File: config.mk
export PLATFORM = sky130hd
export DESIGN_NAME = latency_statistics_accumulator_flat
export DESIGN_NICKNAME = d
export VERILOG_FILES = /design/src/hw/rtl/lsa_pkg.sv /design/src/hw/rtl/lsa_in_if.sv /design/src/hw/rtl/lsa_out_if.sv /design/src/hw/rtl/lsa_ctrl.sv /design/src/hw/rtl/lsa_datapath.sv /design/src/hw/rtl/latency_statistics_accumulator.sv /design/src/flat_wrapper.sv
export SDC_FILE = /design/constraint.sdc
export NUM_CORES = 2
export LEC_CHECK = 0
export ABC_AREA = 1
export BUFFER_PORTS_ARGS = -buffer_cell sky130_fd_sc_hd__buf_2
export CAP_MARGIN = 0
export CORE_ASPECT_RATIO = 1.25
export CORE_UTILIZATION = 50
export DETAILED_ROUTE_END_ITERATION = 8
export PLACE_DENSITY = 0.74
export SYNTH_ARGS = -nofsm -noshare
export SYNTH_HDL_FRONTEND = slang
export SYNTH_HIERARCHICAL = 1
export SYNTH_SLANG_ARGS = --single-unit
export TNS_END_PERCENT = 30
File: constraint.sdc
create_clock -name clk_i -period 9.1 [get_ports clk_i]
set_input_delay 2.275 -clock clk_i [delete_from_list [all_inputs] [get_ports clk_i]]
set_output_delay 2.275 -clock clk_i [all_outputs]
set_load 0.005 [all_outputs]
File: src/hw/rtl/lsa_pkg.sv
// Shared constants, codes and command types of the latency statistics accumulator.
// No dependencies.
`timescale 1ns / 1ps

package lsa_pkg;

  localparam int LATENCY_BITS_DEF = 24;
  localparam int COUNT_BITS_DEF   = 16;

  localparam int KIND_W    = 2;
  localparam int IN_LAT_W  = 24;
  localparam int OUT_LAT_W = 24;
  localparam int OUT_CNT_W = 16;
  localparam int LOSS_W    = 7;
  localparam int PERCENT   = 100;

  typedef enum logic [KIND_W-1:0] {
    KIND_PROBE  = 2'd0,
    KIND_REPLY  = 2'd1,
    KIND_REPORT = 2'd2
  } kind_e;

  typedef enum logic [2:0] {
    LD_NONE,
    LD_LOSS,
    LD_MEAN,
    LD_A,
    LD_B,
    LD_VAR,
    LD_VAR2,
    LD_SQRT
  } load_e;

  typedef enum logic [1:0] {
    OP_NONE,
    OP_MUL,
    OP_DIV,
    OP_SQRT
  } step_e;

  typedef enum logic [1:0] {
    SV_NONE,
    SV_LOSS,
    SV_MEAN,
    SV_A
  } save_e;

  typedef struct packed {
    logic  upd;
    load_e load;
    step_e step;
    save_e save;
    logic  out_load;
  } cmd_t;

endpackage

File: src/hw/rtl/lsa_in_if.sv
// Event channel: valid/ready handshake carrying event kind and round-trip time.
// Depends on lsa_pkg.
`timescale 1ns / 1ps

interface lsa_in_if;
  logic                          valid;
  logic                          ready;
  logic [lsa_pkg::KIND_W-1:0]    kind;
  logic [lsa_pkg::IN_LAT_W-1:0]  rtt_us;

  modport source (output valid, output kind, output rtt_us, input ready);
  modport sink   (input valid, input kind, input rtt_us, output ready);
endinterface

File: src/hw/rtl/lsa_out_if.sv
// Report channel: valid/ready handshake carrying one statistics report.
// Depends on lsa_pkg.
`timescale 1ns / 1ps

interface lsa_out_if;
  logic                           valid;
  logic                           ready;
  logic [lsa_pkg::OUT_CNT_W-1:0]  sent_total;
  logic [lsa_pkg::OUT_CNT_W-1:0]  received_total;
  logic [lsa_pkg::LOSS_W-1:0]     loss_percent;
  logic                           has_latency;
  logic [lsa_pkg::OUT_LAT_W-1:0]  latency_min;
  logic [lsa_pkg::OUT_LAT_W-1:0]  latency_mean;
  logic [lsa_pkg::OUT_LAT_W-1:0]  latency_max;
  logic [lsa_pkg::OUT_LAT_W-1:0]  latency_deviation;

  modport source (
    output valid, output sent_total, output received_total, output loss_percent,
    output has_latency, output latency_min, output latency_mean, output latency_max,
    output latency_deviation, input ready
  );
  modport sink (
    input valid, input sent_total, input received_total, input loss_percent,
    input has_latency, input latency_min, input latency_mean, input latency_max,
    input latency_deviation, output ready
  );
endinterface

File: src/hw/rtl/lsa_ctrl.sv
// Controller: handshake, report sequencing and iteration counting.
// Depends on lsa_pkg; drives the command struct of lsa_datapath.
`timescale 1ns / 1ps

module lsa_ctrl #(
  parameter int LATENCY_BITS = lsa_pkg::LATENCY_BITS_DEF,
  parameter int COUNT_BITS   = lsa_pkg::COUNT_BITS_DEF
) (
  input  logic                       clk_i,
  input  logic                       rst_ni,
  input  logic                       in_valid_i,
  input  logic [lsa_pkg::KIND_W-1:0] kind_i,
  output logic                       in_ready_o,
  input  logic                       out_ready_i,
  output logic                       out_valid_o,
  output lsa_pkg::cmd_t              cmd_o
);

  localparam int SUM_W  = LATENCY_BITS + COUNT_BITS;
  localparam int WORK_W = 2 * SUM_W;
  localparam int ITER_W = $clog2(WORK_W + 1);

  localparam logic [ITER_W-1:0] N_DIV  = ITER_W'(WORK_W);
  localparam logic [ITER_W-1:0] N_MULA = ITER_W'(COUNT_BITS);
  localparam logic [ITER_W-1:0] N_MULB = ITER_W'(SUM_W);
  localparam logic [ITER_W-1:0] N_ROOT = ITER_W'(LATENCY_BITS);

  localparam logic [3:0] S_IDLE = 4'd0;
  localparam logic [3:0] S_LOSS = 4'd1;
  localparam logic [3:0] S_MEAN = 4'd2;
  localparam logic [3:0] S_MULA = 4'd3;
  localparam logic [3:0] S_MULB = 4'd4;
  localparam logic [3:0] S_VAR1 = 4'd5;
  localparam logic [3:0] S_VAR2 = 4'd6;
  localparam logic [3:0] S_ROOT = 4'd7;
  localparam logic [3:0] S_DONE = 4'd8;

  logic [3:0]        state_q, state_d;
  logic [ITER_W-1:0] cnt_q, cnt_d;
  logic              out_valid_q, out_valid_d;
  logic              accept;
  logic              work;
  logic [ITER_W-1:0] iter_n;
  logic [3:0]        next_s;
  lsa_pkg::load_e    ld_sel;
  lsa_pkg::step_e    op_sel;
  lsa_pkg::save_e    sv_sel;

  assign in_ready_o  = (state_q == S_IDLE);
  assign out_valid_o = out_valid_q;
  assign accept      = in_valid_i && in_ready_o;

  always_comb begin
    state_d     = state_q;
    cnt_d       = cnt_q;
    out_valid_d = out_valid_q && !out_ready_i;
    work        = 1'b0;
    iter_n      = N_DIV;
    next_s      = S_IDLE;
    ld_sel      = lsa_pkg::LD_NONE;
    op_sel      = lsa_pkg::OP_NONE;
    sv_sel      = lsa_pkg::SV_NONE;
    cmd_o       = '{upd: 1'b0, load: lsa_pkg::LD_NONE, step: lsa_pkg::OP_NONE,
                    save: lsa_pkg::SV_NONE, out_load: 1'b0};

    unique case (state_q)
      S_IDLE: begin
        cmd_o.upd = accept;
        if (accept && (kind_i == lsa_pkg::KIND_REPORT)) begin
          state_d = S_LOSS;
          cnt_d   = '0;
        end
      end
      S_LOSS: begin
        work = 1'b1; iter_n = N_DIV; next_s = S_MEAN;
        ld_sel = lsa_pkg::LD_LOSS; op_sel = lsa_pkg::OP_DIV;
      end
      S_MEAN: begin
        work = 1'b1; iter_n = N_DIV; next_s = S_MULA;
        ld_sel = lsa_pkg::LD_MEAN; op_sel = lsa_pkg::OP_DIV; sv_sel = lsa_pkg::SV_LOSS;
      end
      S_MULA: begin
        work = 1'b1; iter_n = N_MULA; next_s = S_MULB;
        ld_sel = lsa_pkg::LD_A; op_sel = lsa_pkg::OP_MUL; sv_sel = lsa_pkg::SV_MEAN;
      end
      S_MULB: begin
        work = 1'b1; iter_n = N_MULB; next_s = S_VAR1;
        ld_sel = lsa_pkg::LD_B; op_sel = lsa_pkg::OP_MUL; sv_sel = lsa_pkg::SV_A;
      end
      S_VAR1: begin
        work = 1'b1; iter_n = N_DIV; next_s = S_VAR2;
        ld_sel = lsa_pkg::LD_VAR; op_sel = lsa_pkg::OP_DIV;
      end
      S_VAR2: begin
        work = 1'b1; iter_n = N_DIV; next_s = S_ROOT;
        ld_sel = lsa_pkg::LD_VAR2; op_sel = lsa_pkg::OP_DIV;
      end
      S_ROOT: begin
        work = 1'b1; iter_n = N_ROOT; next_s = S_DONE;
        ld_sel = lsa_pkg::LD_SQRT; op_sel = lsa_pkg::OP_SQRT;
      end
      S_DONE: begin
        if (!out_valid_q || out_ready_i) begin
          cmd_o.out_load = 1'b1;
          out_valid_d    = 1'b1;
          state_d        = S_IDLE;
        end
      end
      default: state_d = S_IDLE;
    endcase

    if (work) begin
      if (cnt_q == '0) begin
        cmd_o.load = ld_sel;
        cmd_o.save = sv_sel;
      end else begin
        cmd_o.step = op_sel;
      end
      if (cnt_q == iter_n) begin
        state_d = next_s;
        cnt_d   = '0;
      end else begin
        cnt_d = cnt_q + 1'b1;
      end
    end
  end

  always_ff @(posedge clk_i or negedge rst_ni) begin
    if (!rst_ni) begin
      state_q     <= S_IDLE;
      cnt_q       <= '0;
      out_valid_q <= 1'b0;
    end else begin
      state_q     <= state_d;
      cnt_q       <= cnt_d;
      out_valid_q <= out_valid_d;
    end
  end

endmodule

File: src/hw/rtl/lsa_datapath.sv
// Datapath: running accumulators, shared shift-add / shift-subtract / root unit,
// and the report register. Depends on lsa_pkg; driven by lsa_ctrl commands.
`timescale 1ns / 1ps

module lsa_datapath #(
  parameter int LATENCY_BITS = lsa_pkg::LATENCY_BITS_DEF,
  parameter int COUNT_BITS   = lsa_pkg::COUNT_BITS_DEF
) (
  input  logic                          clk_i,
  input  logic                          rst_ni,
  input  lsa_pkg::cmd_t                 cmd_i,
  input  logic [lsa_pkg::KIND_W-1:0]    kind_i,
  input  logic [lsa_pkg::IN_LAT_W-1:0]  rtt_us_i,
  output logic [lsa_pkg::OUT_CNT_W-1:0] sent_total_o,
  output logic [lsa_pkg::OUT_CNT_W-1:0] received_total_o,
  output logic [lsa_pkg::LOSS_W-1:0]    loss_percent_o,
  output logic                          has_latency_o,
  output logic [lsa_pkg::OUT_LAT_W-1:0] latency_min_o,
  output logic [lsa_pkg::OUT_LAT_W-1:0] latency_mean_o,
  output logic [lsa_pkg::OUT_LAT_W-1:0] latency_max_o,
  output logic [lsa_pkg::OUT_LAT_W-1:0] latency_deviation_o
);

  localparam int LAT    = LATENCY_BITS;
  localparam int CNT    = COUNT_BITS;
  localparam int SUM_W  = LAT + CNT;
  localparam int SQ_W   = 2 * LAT + CNT;
  localparam int WORK_W = 2 * SUM_W;
  localparam int DV_W   = CNT + 1;
  localparam int LN_W   = CNT + 8;
  localparam int LOSS_W = lsa_pkg::LOSS_W;
  localparam int OLW    = lsa_pkg::OUT_LAT_W;
  localparam int OCW    = lsa_pkg::OUT_CNT_W;
  localparam logic [CNT-1:0] CNT_MAX = {CNT{1'b1}};

  // running state
  logic [CNT-1:0]   sent_q, recv_q;
  logic [LAT-1:0]   min_q, max_q;
  logic [SUM_W-1:0] sum_q;
  logic [SQ_W-1:0]  sq_q;

  // shared arithmetic unit
  logic [WORK_W-1:0] acc_q, opa_q, opb_q, a_q;
  logic [DV_W-1:0]   drem_q;
  logic [LAT+1:0]    srem_q;
  logic [LAT-1:0]    root_q;
  logic [LOSS_W-1:0] loss_q;
  logic [LAT-1:0]    mean_q;

  logic [LAT-1:0]    rtt;
  logic [2*LAT-1:0]  rtt_sq;
  logic              loss_en;
  logic [CNT-1:0]    loss_diff;
  logic [LN_W-1:0]   loss_num;
  logic [DV_W-1:0]   loss_div;
  logic [CNT-1:0]    div_r;
  logic [WORK_W-1:0] var_diff;
  logic [DV_W:0]     dv_sh, dv_sub;
  logic              dv_ge;
  logic [LAT+3:0]    sq_sh, sq_trial, sq_sub;
  logic              sq_ge;

  assign rtt    = rtt_us_i[LAT-1:0];
  assign rtt_sq = (2*LAT)'(rtt) * (2*LAT)'(rtt);

  assign loss_en   = (sent_q != '0) && (recv_q < sent_q);
  assign loss_diff = sent_q - recv_q;
  assign loss_num  = LN_W'(loss_diff) * LN_W'(2 * lsa_pkg::PERCENT) + LN_W'(sent_q);
  assign loss_div  = loss_en ? {sent_q, 1'b0} : DV_W'(1);
  assign div_r     = (recv_q == '0) ? CNT'(1) : recv_q;
  assign var_diff  = (a_q >= acc_q) ? (a_q - acc_q) : '0;

  assign dv_sh  = {drem_q, opa_q[WORK_W-1]};
  assign dv_ge  = dv_sh >= {1'b0, opb_q[DV_W-1:0]};
  assign dv_sub = dv_sh - {1'b0, opb_q[DV_W-1:0]};

  assign sq_sh    = {srem_q, opa_q[2*LAT-1 -: 2]};
  assign sq_trial = (LAT+4)'({root_q, 2'b01});
  assign sq_ge    = sq_sh >= sq_trial;
  assign sq_sub   = sq_sh - sq_trial;

  always_ff @(posedge clk_i or negedge rst_ni) begin
    if (!rst_ni) begin
      sent_q <= '0;
      recv_q <= '0;
      min_q  <= '0;
      max_q  <= '0;
      sum_q  <= '0;
      sq_q   <= '0;
    end else if (cmd_i.upd) begin
      unique case (kind_i)
        lsa_pkg::KIND_PROBE: begin
          if (sent_q != CNT_MAX) sent_q <= sent_q + 1'b1;
        end
        lsa_pkg::KIND_REPLY: begin
          if (recv_q != CNT_MAX) begin
            if ((recv_q == '0) || (rtt < min_q)) min_q <= rtt;
            if (rtt > max_q) max_q <= rtt;
            recv_q <= recv_q + 1'b1;
            sum_q  <= sum_q + SUM_W'(rtt);
            sq_q   <= sq_q + SQ_W'(rtt_sq);
          end
        end
        default: ;
      endcase
    end
  end

  always_ff @(posedge clk_i) begin
    unique case (cmd_i.load)
      lsa_pkg::LD_LOSS: begin
        opa_q  <= loss_en ? WORK_W'(loss_num) : '0;
        opb_q  <= WORK_W'(loss_div);
        drem_q <= '0;
      end
      lsa_pkg::LD_MEAN: begin
        opa_q  <= WORK_W'(sum_q);
        opb_q  <= WORK_W'(div_r);
        drem_q <= '0;
      end
      lsa_pkg::LD_A: begin
        acc_q <= '0;
        opa_q <= WORK_W'(sq_q);
        opb_q <= WORK_W'(recv_q);
      end
      lsa_pkg::LD_B: begin
        acc_q <= '0;
        opa_q <= WORK_W'(sum_q);
        opb_q <= WORK_W'(sum_q);
      end
      lsa_pkg::LD_VAR: begin
        opa_q  <= var_diff;
        opb_q  <= WORK_W'(div_r);
        drem_q <= '0;
      end
      lsa_pkg::LD_VAR2: drem_q <= '0;
      lsa_pkg::LD_SQRT: begin
        srem_q <= '0;
        root_q <= '0;
      end
      default: ;
    endcase

    unique case (cmd_i.step)
      lsa_pkg::OP_MUL: begin
        if (opb_q[0]) acc_q <= acc_q + opa_q;
        opa_q <= {opa_q[WORK_W-2:0], 1'b0};
        opb_q <= {1'b0, opb_q[WORK_W-1:1]};
      end
      lsa_pkg::OP_DIV: begin
        drem_q <= dv_ge ? dv_sub[DV_W-1:0] : dv_sh[DV_W-1:0];
        opa_q  <= {opa_q[WORK_W-2:0], dv_ge};
      end
      lsa_pkg::OP_SQRT: begin
        srem_q <= sq_ge ? sq_sub[LAT+1:0] : sq_sh[LAT+1:0];
        root_q <= {root_q[LAT-2:0], sq_ge};
        opa_q  <= {opa_q[WORK_W-3:0], 2'b00};
      end
      default: ;
    endcase

    unique case (cmd_i.save)
      lsa_pkg::SV_LOSS: loss_q <= opa_q[LOSS_W-1:0];
      lsa_pkg::SV_MEAN: mean_q <= opa_q[LAT-1:0];
      lsa_pkg::SV_A:    a_q    <= acc_q;
      default: ;
    endcase
  end

  always_ff @(posedge clk_i) begin
    if (cmd_i.out_load) begin
      sent_total_o        <= OCW'(sent_q);
      received_total_o    <= OCW'(recv_q);
      loss_percent_o      <= loss_q;
      has_latency_o       <= (recv_q != '0);
      latency_min_o       <= OLW'(min_q);
      latency_mean_o      <= OLW'(mean_q);
      latency_max_o       <= OLW'(max_q);
      latency_deviation_o <= OLW'(root_q);
    end
  end

endmodule

File: src/hw/rtl/latency_statistics_accumulator.sv
// Latency statistics accumulator: probe/reply counting, min/max/mean/deviation.
// Top level; depends on lsa_pkg, lsa_in_if, lsa_out_if, lsa_ctrl, lsa_datapath.
//
// Probe and reply events are taken one per cycle, back to back, and fold into
// saturating counts, min, max, sum and sum of squares. A report request stops
// intake while one shared shift-add / shift-subtract unit works out the loss
// percent, floor mean, the variance (two divides by the reply count) and an
// integer square root, one bit per cycle; a new report also waits while the
// previous report is still held on the output.
// The report register lets new events in while a report is still unread.
`timescale 1ns / 1ps

module latency_statistics_accumulator #(
  parameter int LATENCY_BITS = lsa_pkg::LATENCY_BITS_DEF,
  parameter int COUNT_BITS   = lsa_pkg::COUNT_BITS_DEF
) (
  input  logic      clk_i,
  input  logic      rst_ni,
  lsa_in_if.sink    in_i,
  lsa_out_if.source out_o
);

  lsa_pkg::cmd_t cmd;
  logic          in_ready;
  logic          out_valid;

  assign in_i.ready  = in_ready;
  assign out_o.valid = out_valid;

  lsa_ctrl #(
    .LATENCY_BITS (LATENCY_BITS),
    .COUNT_BITS   (COUNT_BITS)
  ) u_ctrl (
    .clk_i       (clk_i),
    .rst_ni      (rst_ni),
    .in_valid_i  (in_i.valid),
    .kind_i      (in_i.kind),
    .in_ready_o  (in_ready),
    .out_ready_i (out_o.ready),
    .out_valid_o (out_valid),
    .cmd_o       (cmd)
  );

  lsa_datapath #(
    .LATENCY_BITS (LATENCY_BITS),
    .COUNT_BITS   (COUNT_BITS)
  ) u_datapath (
    .clk_i               (clk_i),
    .rst_ni              (rst_ni),
    .cmd_i               (cmd),
    .kind_i              (in_i.kind),
    .rtt_us_i            (in_i.rtt_us),
    .sent_total_o        (out_o.sent_total),
    .received_total_o    (out_o.received_total),
    .loss_percent_o      (out_o.loss_percent),
    .has_latency_o       (out_o.has_latency),
    .latency_min_o       (out_o.latency_min),
    .latency_mean_o      (out_o.latency_mean),
    .latency_max_o       (out_o.latency_max),
    .latency_deviation_o (out_o.latency_deviation)
  );

endmodule

File: src/flat_wrapper.sv
// flat-port wrapper written by rule: the top's interface ports become plain ports
module latency_statistics_accumulator_flat 
#(
  parameter int LATENCY_BITS = lsa_pkg::LATENCY_BITS_DEF,
  parameter int COUNT_BITS   = lsa_pkg::COUNT_BITS_DEF
)
  (clk_i, rst_ni, in_i_valid, in_i_kind, in_i_rtt_us, in_i_ready, out_o_valid, out_o_sent_total, out_o_received_total, out_o_loss_percent, out_o_has_latency, out_o_latency_min, out_o_latency_mean, out_o_latency_max, out_o_latency_deviation, out_o_ready);
  lsa_in_if in_i_i ();
  lsa_out_if out_o_i ();
  input  logic clk_i;
  input  logic rst_ni;
  input wire logic [$bits(in_i_i.valid)-1:0] in_i_valid;
  input wire logic [$bits(in_i_i.kind)-1:0] in_i_kind;
  input wire logic [$bits(in_i_i.rtt_us)-1:0] in_i_rtt_us;
  output wire logic [$bits(in_i_i.ready)-1:0] in_i_ready;
  output wire logic [$bits(out_o_i.valid)-1:0] out_o_valid;
  output wire logic [$bits(out_o_i.sent_total)-1:0] out_o_sent_total;
  output wire logic [$bits(out_o_i.received_total)-1:0] out_o_received_total;
  output wire logic [$bits(out_o_i.loss_percent)-1:0] out_o_loss_percent;
  output wire logic [$bits(out_o_i.has_latency)-1:0] out_o_has_latency;
  output wire logic [$bits(out_o_i.latency_min)-1:0] out_o_latency_min;
  output wire logic [$bits(out_o_i.latency_mean)-1:0] out_o_latency_mean;
  output wire logic [$bits(out_o_i.latency_max)-1:0] out_o_latency_max;
  output wire logic [$bits(out_o_i.latency_deviation)-1:0] out_o_latency_deviation;
  input wire logic [$bits(out_o_i.ready)-1:0] out_o_ready;
  assign in_i_i.valid = in_i_valid;
  assign in_i_i.kind = in_i_kind;
  assign in_i_i.rtt_us = in_i_rtt_us;
  assign in_i_ready = in_i_i.ready;
  assign out_o_valid = out_o_i.valid;
  assign out_o_sent_total = out_o_i.sent_total;
  assign out_o_received_total = out_o_i.received_total;
  assign out_o_loss_percent = out_o_i.loss_percent;
  assign out_o_has_latency = out_o_i.has_latency;
  assign out_o_latency_min = out_o_i.latency_min;
  assign out_o_latency_mean = out_o_i.latency_mean;
  assign out_o_latency_max = out_o_i.latency_max;
  assign out_o_latency_deviation = out_o_i.latency_deviation;
  assign out_o_i.ready = out_o_ready;
  latency_statistics_accumulator #(.LATENCY_BITS(LATENCY_BITS), .COUNT_BITS(COUNT_BITS)) u_core (.clk_i(clk_i), .rst_ni(rst_ni), .in_i(in_i_i), .out_o(out_o_i));
endmodule
==> impl_results.md <==
* Fin nets at 10500
* Synth warn at 6
* Final core utilization at 54.9%
* Crit-path most repeated cell: fa_1
* CTS root buffer: clkbuf_16
* Run status: finished clean
* Chip height at 418 um
* R2R setup slack at 2.63 ns
* Vias in the first global route at 63600
* Hold buffer count at CTS at 0
* Setup violators final at 0
* Fill count at 13300
* Worst Tran Pin Value at 1.14 ns
* CTS tree: done
* Reg2Reg Depth at 30
* Count of final hold-check violations at 0
* Syn avg cell area at 7.46 um2
* Ys async rst share at 27.6%
* Worst hold-check path type: flop to flop
* CP delay by family, top: adder cells
* Ys flop type: edfxtp_1
* Slew margin rel. at 24.2%
* GR Util met2 at 60.0%
* Starting DRT DRC Count at 5146
* Gr ovfl total at 0
* WHS Endpoint: u_core/u_datapath/latency_mean_o[22]
* Synth Instances at 9266
* Die W at 335 um
* Fin cells at 11400
* Placed cells at 11200
* Clock Skew at 0.0763 ns
* RSZ-0062 raised after global routing: false
* Achievable clock frequency at 0.119 GHz
* Core area at 137000 um2
* Crit end category: flop
* GRT Overall Usage at 34.7%
* Setup TNS at 0 ns
* CTS buffer count at 79
* Post-DRT Antenna Nets at 0
* HPWL Detailed at 202 mm
* CP Data Required Time at 9.68 ns
* Synth-to-layout area growth at 9.07%
* CP Launch Type: input pin
* Met1 Track Usage GR at 40.5%
* # DRC at 0
* Max Root-Sink Buffers at 3
* Syn nets at 10300
* Origin of the worst min-delay path: u_core/u_datapath/mean_q[22]
* Register Area at 19500 um2
* Share of cells above drive strength 1 at 5.58%
* Worst R2R Start: u_core/u_datapath/sent_q[2]
* Hold slack at 0.402 ns
* Most Crowded Layer GR: met2
* First-pass DRT Iterations at 8
* First-pass GRT wire length at 367 mm
* Avg WL per Cell at 21.4 um
* Netlist cell types at 58
* Die area at 140000 um2
* Starting Density at 50.3%
* Number of flops mapped to enable cells by yosys at 434
* Post-Synthesis Cell Area at 69100 um2
* Routability cong. at 1.11
* Crit Reg-Reg Endpoint: u_core/u_datapath/opa_q[23]
* PortBufs at 167
* # rows at 152
* CTS resizes at 0
* Clock Latency Late Sink at 0.76 ns
* Final min period at 8.38 ns
* Vias/cell at 5.53
* Diodes inserted at 0
* Vias at 62800
* Fin crit share at 92.1%
* Post-synthesis sequential area ratio at 28.3%
* Worst path buffer plus inverter count at 7
* Kind of critical path: input pin to flop
* Detailed Route WL at 243 mm
* Largest net degree at the start of global routing at 90
* FF+latch count, synth at 710
* M3 GR Usage at 4.08%
* Fin. max-slew vios at 0
* H-tree depth at 3
* WHS Path Cells at 0
* Max cap viols at 0
* Antenna violations before repair at 0
* Max stage delay cell, worst path: fa_1
* Data arrival, critical path at 8.96 ns
* Clk slew on worst S/H paths at 0.07 ns
* Top fanout value on the critical path at 13
* Area of the multi-input gates at 41500 um2
* I/O pin total at 168
* Post-CTS setup buffer count at 0
* CP max stage delay at 0.56 ns
* Clock sinks at 710
==> metrics by stage <==
step           area [um2]  worst slack (ns)
4_1_cts             75400             0.822
3_3_place_gp        72600             0.118
5_1_grt             75400             0.473
2_1_floorplan       69100             0.522
3_5_place_dp        72600            0.0829
6_report            75400             0.716
==> layout make-up <==
class	count	area share [%]
clock buffers	91	2.73
clock inverters	57	0.976
inverters	1960	9.76
multi-input cells	6406	55.1
flip-flops and latches	710	25.9
well taps	1848	3.07
repair buffers	298	2.49
==> metal layers <==
layer  vias to the layer above  wire length (um)
met3                       646             14600
li1                      29700                 -
met4                         0             18300
met2                      2343            118000
met5                         -                 0
met1                     30100             92800
==> how the worst max path moves through the flow <==
stage | from | depth (start not counted) | endpoint | slack [ns]
2_1_floorplan | out_o_ready | 2 | u_core/u_datapath/has_latency_o | 0.52
3_5_place_dp | in_i_rtt_us[17] | 25 | u_core/u_datapath/sq_q[32] | 0.08
3_3_place_gp | in_i_rtt_us[20] | 24 | u_core/u_datapath/sq_q[32] | 0.12
5_1_grt | in_i_rtt_us[17] | 28 | u_core/u_datapath/sq_q[62] | 0.47
4_1_cts | in_i_rtt_us[17] | 25 | u_core/u_datapath/sq_q[32] | 0.82
6_report | in_i_rtt_us[17] | 25 | u_core/u_datapath/sq_q[32] | 0.72
==> synth_stat cells, types with 104 or more instances <==
cell type	count	area share [%]
nand2_1	2351	13
inv_1	1936	11
nor2_1	765	4.2
ha_1	540	9.8
a21oi_1	516	3.7
fa_1	486	14
o21ai_0	470	3.4
edfxtp_1	434	19
nand3_1	372	2.7
dfrtp_1	196	7.1
clkbuf_1	145	0.79
xor2_1	104	1.3
==> cells in the final DEF (no fill, tap or decap), types with 41 or more instances in the layout <==
cell / n
clkbuf_16: 79
nand3_1: 370
dfrtp_1: 196
nor2_1: 758
buf_4: 127
ha_1: 540
o21ai_0: 469
buf_2: 166
inv_1: 1934
a22oi_1: 79
dfxtp_1: 80
fa_1: 486
a21oi_1: 516
nor3_1: 80
a31oi_1: 41
o22ai_1: 54
xor2_1: 104
o21bai_1: 57
o21ai_1: 52
xnor2_1: 90
edfxtp_1: 434
nand4_1: 103
nand2_1: 2350
==> registers in the layout (all words and copies together), names as in the netlist, 17 cells and up <==
name	flops
u_core/u_datapath/drem_q	17
u_core/u_datapath/sq_q	64
u_core/u_datapath/sum_q	40
u_core/u_datapath/latency_max_o	24
u_core/u_datapath/latency_deviation_o	24
u_core/u_datapath/mean_q	24
u_core/u_datapath/min_q	24
u_core/u_datapath/opa_q	80
u_core/u_datapath/root_q	24
u_core/u_datapath/latency_min_o	24
u_core/u_datapath/a_q	80
u_core/u_datapath/opb_q	40
u_core/u_datapath/srem_q	26
u_core/u_datapath/acc_q	80
u_core/u_datapath/max_q	24
u_core/u_datapath/latency_mean_o	24
==> cells by family after synthesis <==
kind of cell	count (synthesis)	synth area share (%)
XOR/XNOR	194	2.46
buffers and inverters	2150	11.8
AND/OR/NAND/NOR	3807	22.5
AO/OA/AOI/OAI	1379	11.1
flip-flops	710	28.3
adder cells (fa/ha/maj)	1026	23.8
Power is left out: the tool's default activity adds up to more than one toggle a clock period on the data nets, which glitch-free logic cannot reach.
